## src/rtl/vsts_pkg.sv

```systemverilog
`timescale 1ns / 1ps
// Shared types and constants of the volume store / trilinear sampler.
// No dependencies; every other file but vsts_ram imports this package.
package vsts_pkg;

    localparam int DIM_W     = 7;
    localparam int CFG_IDX_W = 2;
    localparam int COORD_W   = 16;
    localparam int VALUE_W   = 16;
    localparam int SAMPLE_W  = 24;
    localparam int SLICE_W   = 6;
    localparam int OFFSET_W  = 12;
    localparam int OUT_FRAC  = 8;
    localparam int CORNER_W  = 3;

    localparam logic [DIM_W-1:0] DIM_RESET = 7'd64;

    localparam logic [CFG_IDX_W-1:0] REG_WIDTH  = 2'd0;
    localparam logic [CFG_IDX_W-1:0] REG_HEIGHT = 2'd1;
    localparam logic [CFG_IDX_W-1:0] REG_DEPTH  = 2'd2;

    localparam logic OP_WRITE  = 1'b0;
    localparam logic OP_SAMPLE = 1'b1;

    localparam logic STATUS_OK     = 1'b0;
    localparam logic STATUS_REJECT = 1'b1;

    localparam logic [CORNER_W-1:0] LAST_CORNER = 3'd7;

    typedef struct packed {
        logic                       opcode;
        logic signed [COORD_W-1:0]  coord_x;
        logic signed [COORD_W-1:0]  coord_y;
        logic signed [COORD_W-1:0]  coord_z;
        logic [SLICE_W-1:0]         slice_index;
        logic [OFFSET_W-1:0]        slice_offset;
        logic [VALUE_W-1:0]         voxel_value;
    } t_item;

    typedef struct packed {
        logic                accept;
        logic                load;
        logic                addr;
        logic                wr_commit;
        logic                rd_issue;
        logic [CORNER_W-1:0] corner;
        logic                clr_step;
        logic                out_load;
    } t_cmd;

    typedef struct packed {
        logic clr_last;
        logic pipe_empty;
        logic out_free;
        logic is_sample;
    } t_sts;

endpackage

```

## src/rtl/vsts_ctrl.sv

```systemverilog
`timescale 1ns / 1ps
// Controller: clear sweep, item sequencing and corner read issue.
// Depends on vsts_pkg.
module vsts_ctrl (
    input  logic           i_clk,
    input  logic           i_rst_n,
    input  logic           i_in_valid,
    output logic           o_in_ready,
    input  vsts_pkg::t_sts i_sts,
    output vsts_pkg::t_cmd o_cmd
);
    import vsts_pkg::*;

    localparam logic [2:0] S_CLEAR = 3'd0;
    localparam logic [2:0] S_IDLE  = 3'd1;
    localparam logic [2:0] S_LOAD  = 3'd2;
    localparam logic [2:0] S_ADDR  = 3'd3;
    localparam logic [2:0] S_WRITE = 3'd4;
    localparam logic [2:0] S_READ  = 3'd5;
    localparam logic [2:0] S_DRAIN = 3'd6;
    localparam logic [2:0] S_DONE  = 3'd7;

    logic [2:0]          r_state, n_state;
    logic [CORNER_W-1:0] r_corner, n_corner;

    always_comb begin
        n_state  = r_state;
        n_corner = r_corner;
        o_cmd    = '0;
        o_cmd.corner = r_corner;
        o_in_ready   = 1'b0;
        case (r_state)
            S_CLEAR: begin
                o_cmd.clr_step = 1'b1;
                if (i_sts.clr_last) begin
                    n_state = S_IDLE;
                end
            end
            S_IDLE: begin
                o_in_ready = 1'b1;
                if (i_in_valid) begin
                    o_cmd.accept = 1'b1;
                    n_state      = S_LOAD;
                end
            end
            S_LOAD: begin
                o_cmd.load = 1'b1;
                n_state    = S_ADDR;
            end
            S_ADDR: begin
                o_cmd.addr = 1'b1;
                n_corner   = '0;
                n_state    = i_sts.is_sample ? S_READ : S_WRITE;
            end
            S_WRITE: begin
                o_cmd.wr_commit = 1'b1;
                n_state         = S_DONE;
            end
            S_READ: begin
                o_cmd.rd_issue = 1'b1;
                n_corner       = r_corner + CORNER_W'(1);
                if (r_corner == LAST_CORNER) begin
                    n_state = S_DRAIN;
                end
            end
            S_DRAIN: begin
                if (i_sts.pipe_empty) begin
                    n_state = S_DONE;
                end
            end
            S_DONE: begin
                if (i_sts.out_free) begin
                    o_cmd.out_load = 1'b1;
                    n_state        = S_IDLE;
                end
            end
            default: n_state = S_IDLE;
        endcase
    end

    always_ff @(posedge i_clk) begin
        if (!i_rst_n) begin
            r_state  <= S_CLEAR;
            r_corner <= '0;
        end else begin
            r_state  <= n_state;
            r_corner <= n_corner;
        end
    end

`ifndef SYNTHESIS
    a_no_accept_in_clear: assert property (@(posedge i_clk) disable iff (!i_rst_n)
        (r_state == S_CLEAR) |-> !o_in_ready)
        else $error("item taken during clear sweep");
    a_last_corner_drains: assert property (@(posedge i_clk) disable iff (!i_rst_n)
        (r_state == S_READ && r_corner == LAST_CORNER) |=> (r_state == S_DRAIN))
        else $error("corner sequence did not end after eight reads");
    a_load_needs_room: assert property (@(posedge i_clk) disable iff (!i_rst_n)
        o_cmd.out_load |-> i_sts.out_free)
        else $error("result loaded over an untaken result");
    a_done_after_drain: assert property (@(posedge i_clk) disable iff (!i_rst_n)
        (r_state == S_DONE && $past(r_state) == S_DRAIN) |-> i_sts.pipe_empty)
        else $error("result formed before accumulate pipeline emptied");
`endif
endmodule

```

## config.mk

```make
export PLATFORM = sky130hd
export DESIGN_NAME = vsts_ctrl
export DESIGN_NICKNAME = d
export VERILOG_FILES = /design/src/rtl/vsts_pkg.sv /design/src/rtl/vsts_ctrl.sv
export SDC_FILE = /design/constraint.sdc
export NUM_CORES = 1
export LEC_CHECK = 0
export BUFFER_PORTS_ARGS = -buffer_cell sky130_fd_sc_hd__buf_2
export CORE_AREA = 2 2 39 41
export CTS_CLUSTER_SIZE = 25
export DETAILED_ROUTE_END_ITERATION = 6
export DIE_AREA = 0 0 41 43
export GPL_ROUTABILITY_DRIVEN = 0
export MAX_ROUTING_LAYER = met4
export SLEW_MARGIN = 20
export SYNTH_ARGS = -nofsm -noshare
export SYNTH_HDL_FRONTEND = slang
export SYNTH_SLANG_ARGS = --single-unit
```

## constraint.sdc

```tcl
create_clock -name i_clk -period 1.3 [get_ports i_clk]
set_input_delay 0.13 -clock i_clk [delete_from_list [all_inputs] [get_ports i_clk]]
set_output_delay 0.13 -clock i_clk [all_outputs]
set_load 0.02 [all_outputs]
```

* Word level (Yosys, flattened, before mapping)
Index checks and enable logic that the tools add are counted.
** Cells by class
- Mux-type cells :: 18
- Add/sub/neg operators :: 1
- Div/mod/pow operators :: 0
- Bitwise logic cells :: 0
- Reduce and logical (&&, ||, !) cells :: 3
- Equality and inequality tests :: 13
- $lt $le $gt $ge :: 0
- $mul :: 0
- Shifts and indexed selects :: 0
** Operators with widths (number)
- $pmux 3 s8 :: 1
- $eq 3x3->1 const B :: 5
- $mux 3 :: 5
- $mux 1 :: 11
- $ne 2x2->1 const B :: 5
- $eq 3x2->1 const B :: 2
- $pmux 3 s2 :: 1
- $reduce_and 5->1 :: 1
- $add 3x1->3 const B :: 1
- $eq 3x1->1 const B :: 1
- $logic_not 3->1 :: 1
- $reduce_bool 2->1 :: 1
** Word-level totals
- Bits in latches :: 0
- Bits in read-only memories :: 0
- Memories :: 0
- Bits of input ports :: 7
- Flip-flop bits (word level) :: 6
- Bits in writable memories :: 0

* Longest topological paths before layout
Gate-level depths: netlist of run 1.
- Depth after elaboration :: 3
- Gate-level depth with buffers :: 5

* Worst setup path before layout of run 1
No wires, ideal clock.
- Kind :: flip-flop to flip-flop
- Start :: register r_corner[0]
- End :: register r_state[1]
- Data arrival time :: 1.096 ns
- Setup time :: 0.122 ns
- Clock period less this slack :: 1.218 ns
- Slack :: 0.082 ns
- Buffers on the path :: 0
- Stages on the path, launching flop included :: 4
- Required time :: 1.178 ns
- Cells stage by stage :: dfxtp_1 > ha_1 > ha_1 > o311a_1
** Between the ends
- Longest elaborated chain between the ends :: 3
** Ends and longest elaborated chain
- from (decl) :: RTL line vsts_ctrl.sv:24 : logic [CORNER_W-1:0] r_corner, n_corner;
- from (signal assigned) :: RTL line vsts_ctrl.sv:87 : r_corner <= n_corner;
- $eq 3x3->1 :: RTL line vsts_ctrl.sv:62 : if (r_corner == LAST_CORNER) begin
- $ne 2x2->1 (no line)
- $reduce_and 5->1 (no line)
- to (signal assigned) :: RTL line vsts_ctrl.sv:86 : r_state <= n_state;
- to (decl) :: RTL line vsts_ctrl.sv:23 : logic [2:0] r_state, n_state;
Every way passes these cells.
A chain may end at the register's enable or synchronous reset.

==> flow_metrics.py, run 1 <==
metrics = {
    "detailed_routing": {
        "via_per_inst": 4.96,
        "wl_per_cell_um": 11.2,
        "drcViolationCount": 0,
        "wl_met1_um": 452,
        "wl_met3_um": 32,
        "drt.antenna.violating_nets": 0,
        "dr_wl_met2_um": 552,
        "highest_layer": "met4",
        "vias": 476,
        "wl_um": 1080,
        "drt_iter0_drc": 3,
        "drt-pass1-iter-count": 2,
    },
    "synth": {
        "synth_top_area_frac": 0.292,
        "ys_types": 29,
        "synth_cells": 52,
        "synthFlopType": "dfxtp_1",
        "syn-mean-instance-area_um2": 7.92,
        "synth.area.top_cells": "dfxtp_1, nand2_1, ha_1",
        "synth_seq_cells": 6,
        "seq_area_frac_synth": 0.292,
        "netlist_area_um2": 412,
        "synthTopCellsByCount": "nand2_1, dfxtp_1, nor2_1",
        "synth-edff-count": 0,
        "synth.most_common_cell": "nand2_1",
        "yosys_warnings": 0,
        "synthArstFlopShare": 0,
        "synthesis.nets": 61,
        "synth_largest_area_cell": "dfxtp_1",
    },
    "worst_setup_path": {
        "r2r_slack_ns": 0.16,
        "critPathLaunchType": "flop",
        "startpoint": "r_state[1]",
        "rr_startpoint": "r_corner[1]",
        "arrival_ns": 1.12,
        "cp-end-kind": "output port",
        "crit_path_top_delay_cell": "dfxtp_4",
        "worstSetupPathType": "flop to output port",
        "r2r.worst_path.cells": 3,
        "slowest_delay_ns": 0.38,
        "path_cells": "buf_4, nor3_2, buf_4",
        "worstPathRequired_ns": 1.17,
        "crit_path_max_fanout": 9,
        "cpMostUsedCell": "buf_4",
    },
    "sta": {
        "worst_pin_slew_ns": 0.190,
        "hold_viol_final": 0,
        "period_share": 0.965,
        "fin_skew_ns": 0.000836,
        "slew_headroom": 0.873,
        "setup_violations": 0,
        "fin_crit_ns": 1.25,
        "slew_violations": 0,
        "max_freq_ghz": 0.797,
        "grt_setup_unrepaired": "true",
    },
    "global_route": {
        "antenna_found_initial": 0,
        "grt_use_total": 0.140,
        "grt_pass1_wl_um": 1550,
        "grt_max_degree": 15,
        "overflow": 0,
        "grt_pass1_vias": 384,
    },
    "placed_design": {
        "portBuffers": 17,
        "placed_cells": 87,
        "placed_area_um2": 531,
    },
    "floorplan": {
        "fp.dieW_um": 41,
        "fp.coreArea_um2": 1380,
        "initial_core_util": 0.297,
        "io_pins": 18,
        "num_rows": 14,
        "die-area_um2": 1760,
        "die_h_um": 43,
    },
    "run": {
        "cap_violations": 0,
    },
    "pwr": {
        "comb_power_share": 0.450,
        "power_density_nw_per_um2": 1140,
        "intPower_mw": 0.472,
        "pwr-share-seq": 0.306,
        "cellLeakagePower_nw": 0.304,
        "sw_frac_of_total": 0.356,
        "peakVddDrop_mv": 0.393,
        "switchingPower_mw": 0.261,
        "p_clk_frac": 0.244,
    },
    "min_path": {
        "min_path_type": "primary input to flop",
        "min_from": "i_rst_n",
        "holdPathStages": 2,
    },
    "clocking": {
        "clock_latency_ns": 0.25,
        "cts_sinks": 6,
        "htreeDepth": 1,
        "cts-root-buf": "clkbuf_4",
        "cts_buffer_depth": 2,
        "clk_pin_slew_ns": 0.05,
        "cts_made_buffers": 3,
        "cts_tree": "built",
    },
    "cells_and_area": {
        "num_antenna_cells": 0,
        "layout.nets": 91,
        "finalNonFillerCells": 96,
        "n_fill_cell": 148,
        "design_area_um2": 642,
        "drive_gt1_frac": 0.513,
        "area_delta_synth_final_pct": 55.9,
    },
    "status": {
        "status": "completed",
    },
}
[final timing paths]
path            endpoint
max             o_cmd[1]
max reg2reg   r_state[1]
min           r_state[1]
min reg2reg  r_corner[1]
[layer usage]
| metal | vias to the layer above | GRT usage |
|---|---|---|
| met5 | - | - |
| li1 | 242 | - |
| met2 | 11 | 0.213 |
| met4 | 0 | 0.120 |
| met1 | 219 | 0.131 |
| met3 | 4 | 0.0471 |
[power groups by stage]
stage               registers [mW]  clock network, mW  logic (mW)
floorplan                    0.227                  0       0.177
global placement             0.226                  0       0.260
detailed placement           0.227                  0       0.262
CTS                          0.227              0.185       0.283
global route                 0.227              0.195       0.359
finish                       0.224              0.179       0.330
[cell families (layout without fill, tap and decap cells)]
| kind of cell | Yosys count | in the layout | share of synthesized area |
|---|---|---|---|
| buffers and inverters | 5 | 33 | 0.0760 |
| multiplexers | 1 | 1 | 0.0243 |
| AND/OR/NAND/NOR | 26 | 26 | 0.304 |
| flip-flops | 6 | 6 | 0.292 |
| adder cells (fa/ha/maj) | 2 | 2 | 0.0608 |
| AO/OA/AOI/OAI | 12 | 12 | 0.243 |
[registers in the layout, summed over array words and instances (netlist names)]
signal,flops
r_state,3
r_corner,3
[cells in the final DEF (no fill, tap or decap)]
cell and instances:
o211ai_1 1, nor3_2 2, buf_2 12, a211oi_2 1, buf_6 2, nand2_1 8
buf_4 14, o311a_1 1, nand2b_1 2, inv_1 1, mux2i_1 1, inv_2 1
a32oi_1 1, dfxtp_1 5, o32ai_1 1, ha_1 2, a21oi_1 2, a21bo_2 1
a31oi_1 2, or3_1 1, nand2_2 1, o221ai_2 1, nor2_4 2, nand3_1 2
o21ai_1 1, clkbuf_4 3, dfxtp_4 1, and3_1 1, nor2b_1 1, and2_1 1
nor2_1 5
[area by class of cell]
type	count	area, um^2	share of cell area
multi-input combinational	41	280	0.437
timing repair buffer	28	188	0.292
sequential	6	124	0.193
clock buffer	3	22.5	0.0351
tap	16	20.0	0.0312
inverter	2	7.51	0.0117
[worst max-delay path: cells and delay by family, from the launching register on]
family        cells  cell delay, ns
buf+inv           2            0.32
flops             1            0.38
simple gates      1            0.17
[metrics by stage]
stage          TNS, ns  power [mW]  utilization  hold slack, ns  setup WS, ns
2_1_floorplan        0       0.404            -           0.261        0.0822
3_3_place_gp         0       0.486        0.383           0.393         0.161
3_5_place_dp         0       0.488        0.383           0.395         0.155
4_1_cts              0       0.694        0.417           0.123       0.00219
5_1_grt        -0.0392       0.781        0.464           0.124       -0.0212
6_report             0       0.733        0.464           0.126        0.0460
[timing repair]
item                                    CTS  global route
endpoints found under the setup margin    8             6
pin swaps                                 1             0
resized for setup                         3            10
hold buffers                              0             0
buffers inserted                          2             4
Power figures use the tool's default switching activity.
==> run 2, diff against run 1 <==
--- a/config.mk
+++ b/config.mk
@@ -12,4 +12,5 @@
 export DIE_AREA = 0 0 41 43
 export GPL_ROUTABILITY_DRIVEN = 0
+export GPL_TIMING_DRIVEN = 1
 export MAX_ROUTING_LAYER = met4
 export SLEW_MARGIN = 20
==> constraint.sdc (replaced) <==
create_clock -name i_clk -period 1.3 [get_ports i_clk]
set_input_delay 0 -clock i_clk [delete_from_list [all_inputs] [get_ports i_clk]]
set_output_delay 0 -clock i_clk [all_outputs]
set_load 0.02 [all_outputs]
==> run 2 against run 1 <==
  * Register-to-register slack lost 0.04 ns
  * Power is 12% lower
  * Clock skew about the same
  * Critical path depth did not move
  * Die area unchanged
  * Non-clock buffer count decreased by 9
  * Count of clock-buffer cells in the layout did not move
  * Critical path type unchanged
==> flow_metrics.py, run 2 (synthesized netlist as in run 1, its figures left out) <==
metrics = {
    "sta": {
        "fin_crit_ns": 1.20,
        "fin_skew_ns": 0.00106,
        "hold_viol_final": 0,
        "period_share": 0.919,
        "grt_setup_unrepaired": "false",
        "slew_violations": 0,
        "setup_violations": 0,
        "setup_slack_ns": 0.105,
        "worst_pin_slew_ns": 0.266,
        "slew_headroom": 0.823,
        "max_freq_ghz": 0.837,
        "finalSetupTns_ns": 0,
    },
    "clocking": {
        "clk_pin_slew_ns": 0.05,
        "cts_tree": "built",
        "cts_hold_buf": 0,
        "clock_latency_ns": 0.24,
        "cts_buffer_depth": 2,
        "cts_sinks": 6,
        "cts-root-buf": "clkbuf_4",
        "cts_made_buffers": 3,
        "htreeDepth": 1,
    },
    "worst_setup_path": {
        "worstPathRequired_ns": 1.30,
        "cp-end-kind": "output port",
        "worstSetupPathType": "flop to output port",
        "critPathLaunchType": "flop",
        "r2r_slack_ns": 0.12,
        "crit_path_max_fanout": 15,
        "arrival_ns": 1.20,
    },
    "cells_and_area": {
        "reg_top3": "r_corner: 3 flops, r_state: 3 flops",
        "drive_gt1_frac": 0.451,
        "layout_commonest_cell": "buf_2",
        "final_cell_mix": "buf_2, nand2_1, nor2_1",
        "area_delta_synth_final_pct": 29.8,
        "finalNonFillerCells": 87,
        "num_antenna_cells": 0,
        "fin_util": 0.386,
        "layout.nets": 82,
    },
    "global_route": {
        "grt_use_total": 0.124,
        "overflow": 0,
        "grt_max_degree": 16,
        "grt_pass1_wl_um": 1420,
        "grt_pass1_vias": 369,
        "antenna_found_initial": 0,
    },
    "placed_design": {
        "place_ws_ns": 0.115,
        "dp_hpwl_um": 720,
        "portBuffers": 17,
        "placed_cells": 84,
    },
    "floorplan": {
        "die_h_um": 43,
        "num_rows": 14,
        "die-area_um2": 1760,
        "io_pins": 18,
        "fp.dieW_um": 41,
        "fp.coreArea_um2": 1380,
        "initial_core_util": 0.297,
    },
    "detailed_routing": {
        "drt-pass1-iter-count": 3,
        "wl_met1_um": 407,
        "drt_iter0_drc": 3,
        "dr_wl_met2_um": 415,
        "wl_per_cell_um": 10.3,
        "vias": 446,
        "wl_um": 897,
        "wl_met3_um": 39,
        "via_per_inst": 5.13,
        "highest_layer": "met4",
        "drcViolationCount": 0,
        "drt.antenna.violating_nets": 0,
    },
    "status": {
        "status": "completed",
    },
    "pwr": {
        "peakVddDrop_mv": 0.419,
        "cellLeakagePower_nw": 0.249,
        "power_density_nw_per_um2": 1200,
    },
    "run": {
        "cap_violations": 0,
    },
    "min_path": {
        "min_path_type": "primary input to flop",
    },
}
-- run 2: worst paths after layout --
check / cells after the start / startpoint / endpoint
worst min-delay path: 2 / i_rst_n / r_state[1]
worst min register to register: 2 / r_corner[0] / r_corner[0]
worst max-delay path: 3 / r_state[1] / o_cmd[9]
worst max register to register: 3 / r_corner[0] / r_state[1]
-- run 2: timing repair --
item / in CTS / in global routing
endpoints found under the setup margin: 3 / 1
resized for setup: 2 / 1
buffers inserted: 0 / 0
-- run 2: worst max-delay path, stage by stage, from the launching register on --
cell and delay [ns]:
dfxtp_2 0.39, nor2_2 0.23, and3_1 0.17, buf_2 0.15
-- run 2: layer usage --
metal  global-route usage  up-vias
met1                0.132      201
met5                    -        -
met4                0.100        0
met3               0.0314        5
li1                     -      228
met2                0.181       12
-- run 2: area by class of cell --
class / count / area [um^2]
timing repair buffer: 19 / 100
fill: 158 / 850
clock buffer: 3 / 22.5
multi-input combinational: 41 / 260
tap: 16 / 20.0
inverter: 2 / 7.51
sequential: 6 / 124
-- run 2: through the flow --
| step | total power [mW] | area [um^2] | hold WS (ns) |
|---|---|---|---|
| 4_1_cts | 0.650 | 533 | 0.00721 |
| 6_report | 0.643 | 534 | 0.00946 |
| 3_5_place_dp | 0.471 | 508 | 0.274 |
| 3_3_place_gp | 0.471 | 508 | 0.271 |
| 5_1_grt | 0.686 | 534 | 0.0103 |
| 2_1_floorplan | 0.404 | 412 | 0.124 |
-- run 2: report_power, final --
| part | total [mW] | internal [mW] | switching [mW] |
|---|---|---|---|
| clock network | 0.175 | 0.105 | 0.0703 |
| registers | 0.248 | 0.205 | 0.0435 |
| logic | 0.220 | 0.0997 | 0.120 |
==> run 3, diff against run 2 <==
Settings changed: ABC_AREA set to 1, RECOVER_POWER set to 50.
==> run 3 against run 2 <==
  * Synthesized cell count rose by 37%
  * Sequential share of layout area down 3.1 points
  * Wire length is 15% higher
  * Die area stayed put
  * Design area is 17% higher
  * First-iteration DRC count grew to 3.0 times the previous value
  * Global-route usage up 2.4 points
  * Power rose by 110%
  * Sequential power grew 47%
  * Clock power down 3%
  * Utilization is 6.4 points higher
  * Count of clock-buffer cells in the layout did not move
  * Critical endpoint unchanged
==> flow_metrics.py, run 3 <==
metrics = {
    "synth": {
        "synth.most_common_cell": "nand2_1",
        "synthArstFlopShare": 0,
        "synth-edff-count": 0,
        "synth_largest_area_cell": "dfxtp_1",
        "synth_cells": 71,
        "synthesis.nets": 80,
        "synth_seq_cells": 6,
        "synth_top_area_frac": 0.247,
        "syn-mean-instance-area_um2": 6.84,
        "synthFlopType": "dfxtp_1",
        "synthTopCellsByCount": "nand2_1, inv_1, dfxtp_1, nor2_1",
        "ys_types": 19,
        "netlist_area_um2": 485,
        "yosys_warnings": 0,
        "seq_area_frac_synth": 0.247,
        "synth.area.top_cells": "dfxtp_1, nand2_1, inv_1",
    },
    "sta": {
        "setup_slack_ns": 0.0847,
        "grt_setup_unrepaired": "false",
        "slew_violations": 0,
        "slew_headroom": 0.827,
        "hold_viol_final": 0,
        "period_share": 0.935,
        "worst_pin_slew_ns": 0.261,
        "fin_skew_ns": 0.00210,
        "finalSetupTns_ns": 0,
        "setup_violations": 0,
        "fin_crit_ns": 1.22,
        "max_freq_ghz": 0.823,
    },
    "worst_setup_path": {
        "cp-end-kind": "output port",
        "r2r-end": "r_state[1]",
        "worstPathRequired_ns": 1.30,
        "crit_path_top_delay_cell": "dfxtp_2",
        "worstSetupPathType": "flop to output port",
        "slowest_delay_ns": 0.38,
        "crit_cells": 3,
        "arrival_ns": 1.22,
        "rr_startpoint": "r_corner[0]",
        "r2r.worst_path.cells": 8,
        "critPathLaunchType": "flop",
        "r2r_slack_ns": 0.11,
        "path_cells": "buf_4, nor4_1, buf_2",
        "path_delay_family": "flip-flops",
        "cp_num_buf_inv": 2,
        "crit_path_max_fanout": 8,
    },
    "clocking": {
        "cts_tree": "built",
        "clock_latency_ns": 0.24,
        "cts_made_buffers": 3,
        "cts_buffer_depth": 2,
        "cts-root-buf": "clkbuf_4",
        "clk_pin_slew_ns": 0.04,
        "htreeDepth": 1,
        "cts_sinks": 6,
    },
    "pwr": {
        "cellLeakagePower_nw": 0.358,
        "total_power_mw": 1.35,
        "power_density_nw_per_um2": 2170,
        "peakVddDrop_mv": 0.940,
    },
    "min_path": {
        "min_path_type": "primary input to flop",
        "holdPathStages": 5,
        "min_from": "i_sts[0]",
        "hold_end": "r_state[0]",
    },
    "floorplan": {
        "die-area_um2": 1760,
        "fp.coreArea_um2": 1380,
        "die_h_um": 43,
        "num_rows": 14,
        "io_pins": 18,
        "fp.dieW_um": 41,
        "initial_core_util": 0.351,
    },
    "global_route": {
        "grt_max_degree": 10,
        "grt_pass1_wl_um": 1670,
        "grt_use_total": 0.147,
        "overflow": 0,
        "antenna_found_initial": 0,
        "grt_pass1_vias": 415,
    },
    "cells_and_area": {
        "drive_gt1_frac": 0.391,
        "n_fill_cell": 159,
        "area_delta_synth_final_pct": 28.4,
        "num_antenna_cells": 0,
        "layout_commonest_cell": "nand2_1",
        "reg_top3": "r_corner: 3 flops, r_state: 3 flops",
        "layout.nets": 103,
        "final_cell_mix": "nand2_1, buf_2, inv_1",
    },
    "detailed_routing": {
        "wl_um": 1030,
        "drt_iter0_drc": 9,
        "via_per_inst": 4.82,
        "vias": 521,
        "drt.antenna.violating_nets": 0,
        "drcViolationCount": 0,
        "wl_per_cell_um": 9.57,
        "drt-pass1-iter-count": 4,
    },
    "placed_design": {
        "dp_hpwl_um": 813,
        "portBuffers": 17,
        "place_ws_ns": 0.0396,
    },
    "run": {
        "cap_violations": 0,
    },
    "status": {
        "status": "completed",
    },
}
run 3: stage by stage:
stage                     cell area, um^2   util  cells  hold WS, ns
after floorplan                       485      -     71        0.121
after global placement                579  0.419    104        0.264
after detailed placement              579  0.419    104        0.255
after CTS                             614  0.444    108        0.116
after global routing                  623  0.450    108        0.149
final                                 623  0.450    108        0.121
run 3: what timing repair did:
item | in CTS | in global routing
endpoints found under the hold margin | 1 | 0
endpoints found under the setup margin | 3 | 3
setup buffers | 0 | 0
resized for setup | 2 | 5
pin swaps | 0 | 3
hold buffers | 1 | 0
run 3: worst register-to-register path: cells and delay by family (launching register included):
kind                     cells  cell delay [ns]
adder cells (fa/ha/maj)      2             0.35
buffers and inverters        1             0.06
flip-flops                   1             0.33
AND/OR/NAND/NOR              5             0.34
run 3: layout make-up:
class | instances | area [um^2] | area share
multi-input cells | 48 | 283 | 0.454
flip-flops and latches | 6 | 125 | 0.201
repair buffers | 21 | 113 | 0.181
inverters | 14 | 60.1 | 0.0964
clock buffers | 3 | 22.5 | 0.0361
well taps | 16 | 20.0 | 0.0321
run 3: report_power, final:
group	internal (mW)	switching [mW]
sequential	0.243	0.122
combinational	0.304	0.511
clock	0.104	0.0659
total	0.652	0.699
run 3: kinds of logic after synthesis:
kind of cell,synth area share
AO/OA/AOI/OAI,0.0619
adder cells (fa/ha/maj),0.0515
buffers and inverters,0.193
flip-flops,0.247
AND/OR/NAND/NOR,0.446
run 3: worst max path at each step:
stage,slack [ns],from,end
after floorplan,0.004,r_corner[0],r_state[2]
after global placement,0.04,r_corner[0],r_state[1]
after detailed placement,0.04,r_corner[0],r_state[1]
after CTS,0.03,r_corner[0],r_state[1]
after global routing,0.005,r_corner[0],r_state[2]
final,0.08,r_state[2],o_cmd[9]
run 3: routing by layer:
metal	up-vias	part of all wire	routed length, um	GRT usage
met5	-	0	0	-
li1	269	-	-	-
met4	0	0.026	27	0.100
met3	4	0.072	74	0.0471
met1	225	0.46	480	0.175
met2	23	0.44	452	0.203
